`config.mk`:
```
export PLATFORM = sky130hd
export DESIGN_NAME = qdl_ctrl
export DESIGN_NICKNAME = d
export VERILOG_FILES = /design/src/rtl/qdl_pkg.sv /design/src/rtl/qdl_ctrl.sv
export VERILOG_INCLUDE_DIRS = /design/src /design/src/rtl
export SDC_FILE = /design/constraint.sdc
export NUM_CORES = 1
export LEC_CHECK = 0
export BUFFER_PORTS_ARGS = -buffer_cell sky130_fd_sc_hd__clkbuf_2
export CELL_PAD_IN_SITES_DETAIL_PLACEMENT = 2
export CELL_PAD_IN_SITES_GLOBAL_PLACEMENT = 2
export CORE_AREA = 2 2 39 41
export CTS_BUF_LIST = sky130_fd_sc_hd__clkbuf_4
export DETAILED_ROUTE_END_ITERATION = 12
export DIE_AREA = 0 0 41 43
export GPL_ROUTABILITY_DRIVEN = 0
export HOLD_SLACK_MARGIN = 0.05
export PLACE_DENSITY = 0.56
export SLEW_MARGIN = 15
export SYNTH_ARGS = -nofsm -noshare
export SYNTH_HDL_FRONTEND = slang
export SYNTH_SLANG_ARGS = --single-unit
```
`constraint.sdc`:
```
create_clock -name aclk -period 2.5 [get_ports aclk]
set_input_delay 0.5 -clock aclk [delete_from_list [all_inputs] [get_ports aclk]]
set_output_delay 0.5 -clock aclk [all_outputs]
set_load 0.005 [all_outputs]
```
`src/rtl/quadtree_depth_lookup_macros.svh`:
```
// Assertion helpers for the RTL that checks its own control logic (qdl_ctrl.sv).
`ifndef QUADTREE_DEPTH_LOOKUP_MACROS_SVH
`define QUADTREE_DEPTH_LOOKUP_MACROS_SVH

// Condition holds in the same cycle as the trigger.
`define QDL_ASSERT_SAME(label, clk, rstn, trig, cond, msg) \
    label: assert property (@(posedge clk) disable iff (!rstn) (trig) |-> (cond)) \
        else $error(msg);

// Condition holds in the cycle after the trigger.
`define QDL_ASSERT_NEXT(label, clk, rstn, trig, cond, msg) \
    label: assert property (@(posedge clk) disable iff (!rstn) (trig) |=> (cond)) \
        else $error(msg);

`endif

```
`src/rtl/qdl_pkg.sv`:
```
package qdl_pkg;

    localparam logic [31:0] DEFAULT_DEPTH   = 32'h3F80_0000;
    localparam logic [10:0] TILE_EDGE_RESET = 11'd128;

    localparam int S_TDATA_W = 184;
    localparam int M_TDATA_W = 32;
    // Node memory word: {children[63:0], depth_valid, depth[31:0]}.
    localparam int NODE_WORD_W = 97;

    localparam logic OP_WRITE = 1'b0;
    localparam logic OP_QUERY = 1'b1;

    typedef enum logic [2:0] {
        ST_IDLE = 3'b001,
        ST_WALK = 3'b010,
        ST_DONE = 3'b100
    } qdl_state_t;

    typedef struct packed {
        logic start;       // latch query fields and clear the accumulators
        logic node_write;  // write the incoming node entry
        logic walk;        // evaluate the node that the memory presents
        logic load_out;    // copy the accumulated result to the output register
    } qdl_cmd_t;

    typedef struct packed {
        logic root_ok;     // incoming query has a usable root inside its window
        logic walk_stop;   // current node ends the walk
    } qdl_sts_t;

endpackage

```
`src/rtl/qdl_ctrl.sv`:
```
`include "quadtree_depth_lookup_macros.svh"

module qdl_ctrl
    import qdl_pkg::*;
(
    input  logic     aclk,
    input  logic     aresetn,
    input  logic     s_tvalid,
    output logic     s_tready,
    input  logic     s_opcode,
    output logic     m_tvalid,
    input  logic     m_tready,
    input  qdl_sts_t sts,
    output qdl_cmd_t cmd
);

    qdl_state_t state_reg, state_next;
    logic       m_tvalid_reg, m_tvalid_next;
    logic       accept;
    logic       out_free;

    assign s_tready = (state_reg == ST_IDLE);
    assign accept   = s_tvalid && s_tready;
    assign out_free = !m_tvalid_reg || m_tready;

    always_comb begin
        cmd.start      = accept && (s_opcode == OP_QUERY);
        cmd.node_write = accept && (s_opcode == OP_WRITE);
        cmd.walk       = (state_reg == ST_WALK);
        cmd.load_out   = (state_reg == ST_DONE) && out_free;
    end

    always_comb begin
        state_next = state_reg;
        unique case (state_reg)
            ST_IDLE: begin
                if (accept && (s_opcode == OP_QUERY)) begin
                    state_next = sts.root_ok ? ST_WALK : ST_DONE;
                end
            end
            ST_WALK: begin
                if (sts.walk_stop) begin
                    state_next = ST_DONE;
                end
            end
            ST_DONE: begin
                if (out_free) begin
                    state_next = ST_IDLE;
                end
            end
            default: begin
                state_next = ST_IDLE;
            end
        endcase
    end

    always_comb begin
        m_tvalid_next = m_tvalid_reg;
        if (cmd.load_out) begin
            m_tvalid_next = 1'b1;
        end else if (m_tready) begin
            m_tvalid_next = 1'b0;
        end
    end

    always_ff @(posedge aclk) begin
        if (!aresetn) begin
            state_reg    <= ST_IDLE;
            m_tvalid_reg <= 1'b0;
        end else begin
            state_reg    <= state_next;
            m_tvalid_reg <= m_tvalid_next;
        end
    end

    assign m_tvalid = m_tvalid_reg;

    `QDL_ASSERT_NEXT(a_root_ok_walks, aclk, aresetn, cmd.start && sts.root_ok, state_reg == ST_WALK, "query with a valid root did not start a walk")
    `QDL_ASSERT_NEXT(a_result_loaded, aclk, aresetn, cmd.load_out, m_tvalid_reg && (state_reg == ST_IDLE), "finished query did not present a result")
    `QDL_ASSERT_SAME(a_result_source, aclk, aresetn, $rose(m_tvalid_reg), $past(state_reg == ST_DONE), "result appeared without a finished query")

endmodule

```
==> results of run 1 <==
[worst min path at each step]
stage | startpoint | endpoint | cells after the start
global route | sts[1] | state_reg[2]$_SDFFE_PN0P_ | 2
CTS | sts[1] | state_reg[2]$_SDFFE_PN0P_ | 2
finish | sts[1] | state_reg[2]$_SDFFE_PN0P_ | 2
detailed placement | state_reg[1]$_SDFFE_PN0P_ | state_reg[1]$_SDFFE_PN0P_ | 2
global placement | state_reg[1]$_SDFFE_PN0P_ | state_reg[1]$_SDFFE_PN0P_ | 2
floorplan | state_reg[1]$_SDFFE_PN0P_ | state_reg[1]$_SDFFE_PN0P_ | 2
[per-layer routing]
metal  wire, um  global-route usage (%)  up-vias
met5          0                       0        -
met4          0                    8.00        0
met3         28                    1.57        0
met2        377                    16.9        5
met1        255                    9.94      109
li1           -                       -      120
[final cells by class]
cell class | count | area [um2]
clock buffers | 3 | 22.5
repair buffers | 12 | 60.1
multi-input cells | 17 | 134
flip-flops and latches | 4 | 80.1
well taps | 16 | 20.0
fillers | 166 | 1060
inverters | 2 | 7.51
[layout by cell type (no fill, tap or decap)]
master	instances
nor2b_1	1
nand4_2	1
inv_1	2
clkbuf_2	12
a31oi_1	1
clkbuf_4	3
nor2_1	1
o22ai_1	1
nor3b_4	1
o32ai_1	1
o21a_1	2
and4bb_2	1
nand2_1	1
nand2b_1	1
and3_2	1
dfxtp_1	4
nor3_1	1
and3b_2	1
a21oi_1	1
nor4_1	1
[report_power, final]
| group | internal, mW | switching [mW] |
|---|---|---|
| clock network | 0.0539 | 0.0297 |
| registers | 0.0658 | 0.00258 |
| logic | 0.0120 | 0.00999 |
[cells by family after synthesis]
kind of cell    after synthesis  share of synthesized area, %
buf+inv                       3                          6.56
flops                         4                          35.0
compound gates                6                          18.0
simple gates                 11                          40.4
[through the flow]
step	total power [mW]	cell area, um2	setup WS, ns	hold slack (ns)	cells
after floorplan	0.0794	229	1.17	0.572	24
after global routing	0.182	324	0.691	0.498	54
after detailed placement	0.0919	302	0.999	0.663	51
after global placement	0.0909	302	1.01	0.635	51
final	0.174	324	0.789	0.488	54
after CTS	0.177	324	0.760	0.481	54
==> flow_summary.toml, run 1 <==
[run_status]
outcome = "finished clean"

[global_routing]
grtUsageTotal_pct = 10.0
antenna_found_initial = 0
first_global_vias = 278
grt_pass1_wl_um = 1150
overflow = 0
grt_max_degree = 8

[setup_path]
critPathBufInv = 1
crit_start = "state_reg[1]$_SDFFE_PN0P_"
cp_cell_sequence = "nor3b_4, and3b_2, clkbuf_2"
cp-endpoint = "cmd[2]"
rr_worst_depth = 3
reg2reg_to = "state_reg[2]$_SDFFE_PN0P_"
cp_slowest_cell = "dfxtp_1"
crit_family = "simple AND/OR/NAND/NOR gates"
critPathLaunchType = "flip-flop"
worstSetupPathDepth = 3
ff2ff_setup_slack_ns = 1.35
required_ns = 2.00
reg2reg_from = "state_reg[1]$_SDFFE_PN0P_"
crit_path_end_kind = "output pin"
arrival_ns = 1.21
slowest_delay_ns = 0.38
worstSetupPathType = "reg2out"
critical_path.max_fanout = 7

[yosys]
synth_seq_cells = 4
syn_area_um2 = 229
yosysSeqAreaShare_pct = 35.0
async_flop_share_pct = 0
netlist_instances = 24
netlist.area_leader.share_pct = 35.0
synth-edff-count = 0
synth_nets = 31
yosysTopAreaCell = "dfxtp_1"
yosysUniqueCellTypes = 19
synth_area_per_cell_um2 = 9.54
yosys-top-cells-count = "4 x dfxtp_1, 2 x inv_1, 2 x o21a_1"
synth_top_flop_cell = "dfxtp_1"
yosys.cell_count.top_type = "dfxtp_1"
netlist_top_cells_area = "dfxtp_1 35%, nor3b_4 8.2%, o21a_1 6.6%"
yosys_warnings = 0

[cts]
tritoncts = "yes"
cts_hold_buf = 0
post_cts_resized = 0
cts_max_level = 1
cts_max_path_buffers = 2
clk_pin_slew_ns = 0.04
clk_latency_ns = 0.24
cts_setup_buffers = 0
root_buffer = "clkbuf_4"
numCtsBuffers = 3
clock_sinks = 4

[die]
fp-row-count = 14
start_util_pct = 16.5
die_w_um = 41
die_y_um = 43
core_um2 = 1380
ioPinCount = 13
dieArea_um2 = 1760

[drt]
drc_errors = 0
drt_iter0_markers = 3
vias = 234
drtAntennaViolNets = 0
drt_pass1_iterations = 2
vias_per_cell = 4.33
routed_wirelength_um = 661
wl_per_cell_um = 12.2

[layout]
utilization_pct = 23.4
largest_reg_flops = 3
diodes = 0
drive_gt1_share_pct = 52.6
area_growth_pct = 41.5
nNetsFinal = 47

[pwr]
cellPowerDensity_nw_per_um2 = 537
vdd_drop_max_mv = 0.185
leakage_nw = 0.143

[flow_run]
drv_cap = 0

[sta]
final_max_slew_viol_count = 0
post-route-min-period_ns = 1.71
rsz0062_at_grt = "no"
hold_violations = 0
tns_ns = 0
setup_viol = 0
tightest_slew_ns = 0.289
skew_ns = 0.00716
max_freq_mhz = 584
max_slew_margin_pct = 80.7
fin_crit_sh_pct = 68.5

[hold_path]
hold_path.class = "in2reg"

[placed_design]
dp_hpwl_um = 539
io_buffer_count = 12
(Power assumes the default switching activity.)
==> run 2: changes to the inputs <==
Clock period 2.5 ns to 1.6 ns, I/O delays scaled along.
==> run 2 against run 1 <==
  * Worst setup slack got worse by 0.74 ns
  * First-iteration DRC count decreased by 100%
  * Combinational power increased by 75%
  * Non-clock buffer count up 1
  * Sequential share of layout area fell by 0.73 points
  * Register-to-register slack worse by 0.87 ns
  * Total power up 57%
  * Largest power group unchanged
==> flow_summary.toml, run 2 (synthesis results as in run 1) <==
[layout]
utilization_pct = 24.5
final_cell_mix = "12 x clkbuf_2, 3 x clkbuf_4, 3 x dfxtp_1, 2 x inv_1, 2 x o21a_1"
diodes = 0
mostFrequentLayoutCell = "clkbuf_2"
nNetsFinal = 48
largest_reg_flops = 3
drive_gt1_share_pct = 59.0
area_growth_pct = 48.1

[global_routing]
grt.busiest_layer = "met2"
grtUsageMet1_pct = 7.37
first_global_vias = 288
grtUsageTotal_pct = 9.73
grtUsageMet2_pct = 17.5
met3_usage_pct = 1.57
grt_max_degree = 8
overflow = 0
grt_pass1_wl_um = 1080
antenna_found_initial = 0

[sta]
fin_crit_sh_pct = 97.0
skew_ns = 0.00207
final_max_slew_viol_count = 0
max_freq_mhz = 644
tightest_slew_ns = 0.296
setup_viol = 0
hold_violations = 0
layout_setup_ws_ns = 0.0475
post-route-min-period_ns = 1.55
tns_ns = 0
max_slew_margin_pct = 80.2
timing.hold.ws_ns = 0.312

[placed_design]
dp_hpwl_um = 580
pre_cts_ws_ns = 0.315
io_buffer_count = 12

[drt]
drt_iter0_markers = 0
vias = 246
wl_per_cell_um = 12.9
vias_per_cell = 4.47
drtAntennaViolNets = 0
drt_pass1_iterations = 1
drc_errors = 0
routed_wirelength_um = 711

[cts]
clk_pin_slew_ns = 0.04
clock_sinks = 4
cts_max_path_buffers = 2
tritoncts = "yes"
root_buffer = "clkbuf_4"
clk_latency_ns = 0.24
cts_max_level = 1
numCtsBuffers = 3

[setup_path]
crit_family = "simple AND/OR/NAND/NOR gates"
critPathLaunchType = "flip-flop"
required_ns = 1.28
critPathBufInv = 1
crit_path_end_kind = "output pin"
arrival_ns = 1.23
critical_path.max_fanout = 7
cp_cell_sequence = "nor3b_4, and3_2, clkbuf_2"
cp_slowest_cell = "dfxtp_1"
slowest_delay_ns = 0.38
worstSetupPathType = "reg2out"

[die]
fp-row-count = 14
ioPinCount = 13
core_um2 = 1380
dieArea_um2 = 1760
start_util_pct = 16.5
die_w_um = 41
die_y_um = 43

[pwr]
vdd_drop_max_mv = 0.373
leakage_nw = 0.147
cellPowerDensity_nw_per_um2 = 805
total_power_uw = 273

[run_status]
outcome = "finished clean"

[hold_path]
hold_path.class = "in2reg"

[flow_run]
drv_cap = 0
==> run 2: final timing paths <==
kind                        startpoint                         to  slack (ns)  depth (start not counted)
max          state_reg[1]$_SDFFE_PN0P_                     cmd[3]        0.05                          3
min                             sts[1]  state_reg[2]$_SDFFE_PN0P_        0.31                          2
min reg2reg  state_reg[0]$_SDFFE_PN1P_      m_tvalid$_SDFFE_PN0P_        0.63                          2
max reg2reg  state_reg[1]$_SDFFE_PN0P_  state_reg[2]$_SDFFE_PN0P_        0.48                          3
==> run 2: area by class of cell <==
type,instances,area (um2)
clock buffers,3,22.5
fillers,166,1040
inverters,2,7.51
multi-input cells,17,140
flip-flops and latches,4,81.3
well taps,16,20.0
repair buffers,13,67.6
==> run 2: worst reg2reg max path: cells and delay by family (launching register included) <==
kind | cells | cell delay [ns]
AOI/OAI and AO/OA | 2 | 0.23
DFF | 1 | 0.48
and+or+nand+nor | 1 | 0.29
==> run 2: timing repair <==
action,CTS,global route
gates resized for setup,0,2
endpoints found under the setup margin,0,2
buffers inserted,0,1
hold buffers,0,0
==> run 2: stage by stage <==
step / std cells / area, um2
detailed placement: 51 / 302
global placement: 51 / 302
global route: 55 / 339
floorplan: 24 / 229
CTS: 54 / 324
finish: 55 / 339
==> run 2: layer usage <==
metal	routed length, um	share of wire (%)	up-vias
met5	0	0	-
met4	25	3.5	0
met3	34	4.8	2
met2	428	60	7
met1	222	31	117
li1	-	-	120
==> run 2: power breakdown <==
part | internal, mW | leakage (nW) | switching (mW)
Sequential | 0.103 | 0.0321 | 0.00417
Combinational | 0.0213 | 0.101 | 0.0171
Clock | 0.0840 | 0.0138 | 0.0431
Total | 0.209 | 0.147 | 0.0644
==> run 3: changes to the inputs <==
Settings changed: BUFFER_PORTS_ARGS -buffer_cell sky130_fd_sc_hd__clkbuf_2 to -buffer_cell sky130_fd_sc_hd__buf_2.
==> run 3 against run 2 <==
  * Wire length shrank 0.14%
  * Die area is the same
  * Clock skew shrank 0.00071 ns
  * Clock power shrank 6%
  * Core utilization shrank 0.54 points
  * Via count shrank 4.5%
  * Sequential power is essentially flat
  * Worst setup slack gained 0.043 ns
  * Critical path depth is the same
  * Global-route usage grew 0.70 points
  * Combinational power shrank 3%
  * Largest power group unchanged
  * Highest routed layer is now met3
==> flow_summary.toml, run 3 (synthesis results as in run 1) <==
[sta]
hold_violations = 0
layout_setup_ws_ns = 0.0909
post-route-min-period_ns = 1.51
tns_ns = 0
skew_ns = 0.00136
setup_viol = 0
max_slew_margin_pct = 80.9
max_freq_mhz = 663
rsz0062_at_grt = "no"
final_max_slew_viol_count = 0
tightest_slew_ns = 0.287
fin_crit_sh_pct = 94.3

[pwr]
vdd_drop_max_mv = 0.313
leakage_nw = 0.149
cellPowerDensity_nw_per_um2 = 795

[layout]
nNetsFinal = 48
drive_gt1_share_pct = 53.8
final_cell_mix = "12 x buf_2, 4 x dfxtp_1, 3 x clkbuf_4, 2 x inv_1, 2 x o21a_1"
final.fill_count = 175
diodes = 0
largest_reg_flops = 3
area_growth_pct = 44.8
seqCellArea_um2 = 80.1
multi_input_area_um2 = 134
utilization_pct = 24.0
mostFrequentLayoutCell = "buf_2"

[die]
core_um2 = 1380
start_util_pct = 16.5
die_y_um = 43
dieArea_um2 = 1760
die_w_um = 41
ioPinCount = 13
fp-row-count = 14

[setup_path]
crit_family = "flip-flops"
cp_cell_sequence = "inv_1, nor4_1, buf_2"
cp_slowest_cell = "dfxtp_1"
critPathLaunchType = "flip-flop"
crit_path_end_kind = "output pin"
arrival_ns = 1.19
critical_path.max_fanout = 5
critPathBufInv = 2
required_ns = 1.28
slowest_delay_ns = 0.39
worstSetupPathType = "reg2out"

[drt]
drt_iter0_markers = 2
vias = 235
routed_wirelength_um = 710
wl_per_cell_um = 12.9
vias_per_cell = 4.27
drt_pass1_iterations = 2
drtAntennaViolNets = 0
drc_errors = 0

[cts]
root_buffer = "clkbuf_4"
numCtsBuffers = 3
clk_latency_ns = 0.23
clk_pin_slew_ns = 0.03
cts_max_path_buffers = 2
cts_max_level = 1
clock_sinks = 4
tritoncts = "yes"
cts_hold_buf = 0

[global_routing]
overflow = 0
antenna_found_initial = 0
grtUsageTotal_pct = 10.4
grt_pass1_wl_um = 1210
first_global_vias = 286
grt_max_degree = 8

[placed_design]
pre_cts_ws_ns = 0.315
io_buffer_count = 12

[flow_run]
drv_cap = 0

[hold_path]
hold_path.class = "in2reg"

[run_status]
outcome = "finished clean"
## run 3: path summary, 6_finish.rpt
kind              slack, ns                        end                 startpoint  cells past startpoint
setup / recovery       0.09                     cmd[0]  state_reg[2]$_SDFFE_PN0P_                      3
hold / removal         0.30  state_reg[2]$_SDFFE_PN0P_                     sts[1]                      2
setup reg to reg       0.39  state_reg[1]$_SDFFE_PN0P_  state_reg[0]$_SDFFE_PN1P_                      4
hold reg to reg        0.66  state_reg[1]$_SDFFE_PN0P_  state_reg[1]$_SDFFE_PN0P_                      2
## run 3: final cells by class
| cell class | instances | share of cell area [%] |
|---|---|---|
| multi-input combinational | 17 | 40.4 |
| inverter | 2 | 2.26 |
| timing repair buffer | 13 | 20.4 |
| sequential | 4 | 24.2 |
| tap | 16 | 6.04 |
| clock buffer | 3 | 6.79 |
## run 3: worst reg2reg max path, stage by stage, from the launching register on
cell     delay (ns)
dfxtp_1        0.40
nor3b_4        0.26
buf_4          0.15
nand4_2        0.13
o32ai_1        0.17
## run 3: metrics by stage
stage	hold slack (ns)	total power [mW]	std cells	instance area, um2
detailed placement	0.546	0.144	51	302
global placement	0.539	0.142	51	302
CTS	0.299	0.268	54	324
finish	0.303	0.263	55	332
floorplan	0.434	0.124	24	229
global route	0.312	0.279	55	332
## run 3: routing by layer
metal	share of wire (%)	vias up	global-route usage, %	wire (um)
met5	0	-	0	0
met1	39	110	11.5	276
met2	56	5	16.3	400
li1	-	120	-	-
met4	0	0	8.00	0
met3	4.8	0	2.09	34
## run 3: power by group
group | internal, mW | switching (mW)
Clock | 0.0834 | 0.0352
Combinational | 0.0212 | 0.0162
Sequential | 0.103 | 0.00424
Total | 0.208 | 0.0557
## run 3: repair_timing
item | 4_1_cts | 5_1_grt
setup buffers | 0 | 1
gates resized for setup | 0 | 0
endpoints found under the setup margin | 0 | 2
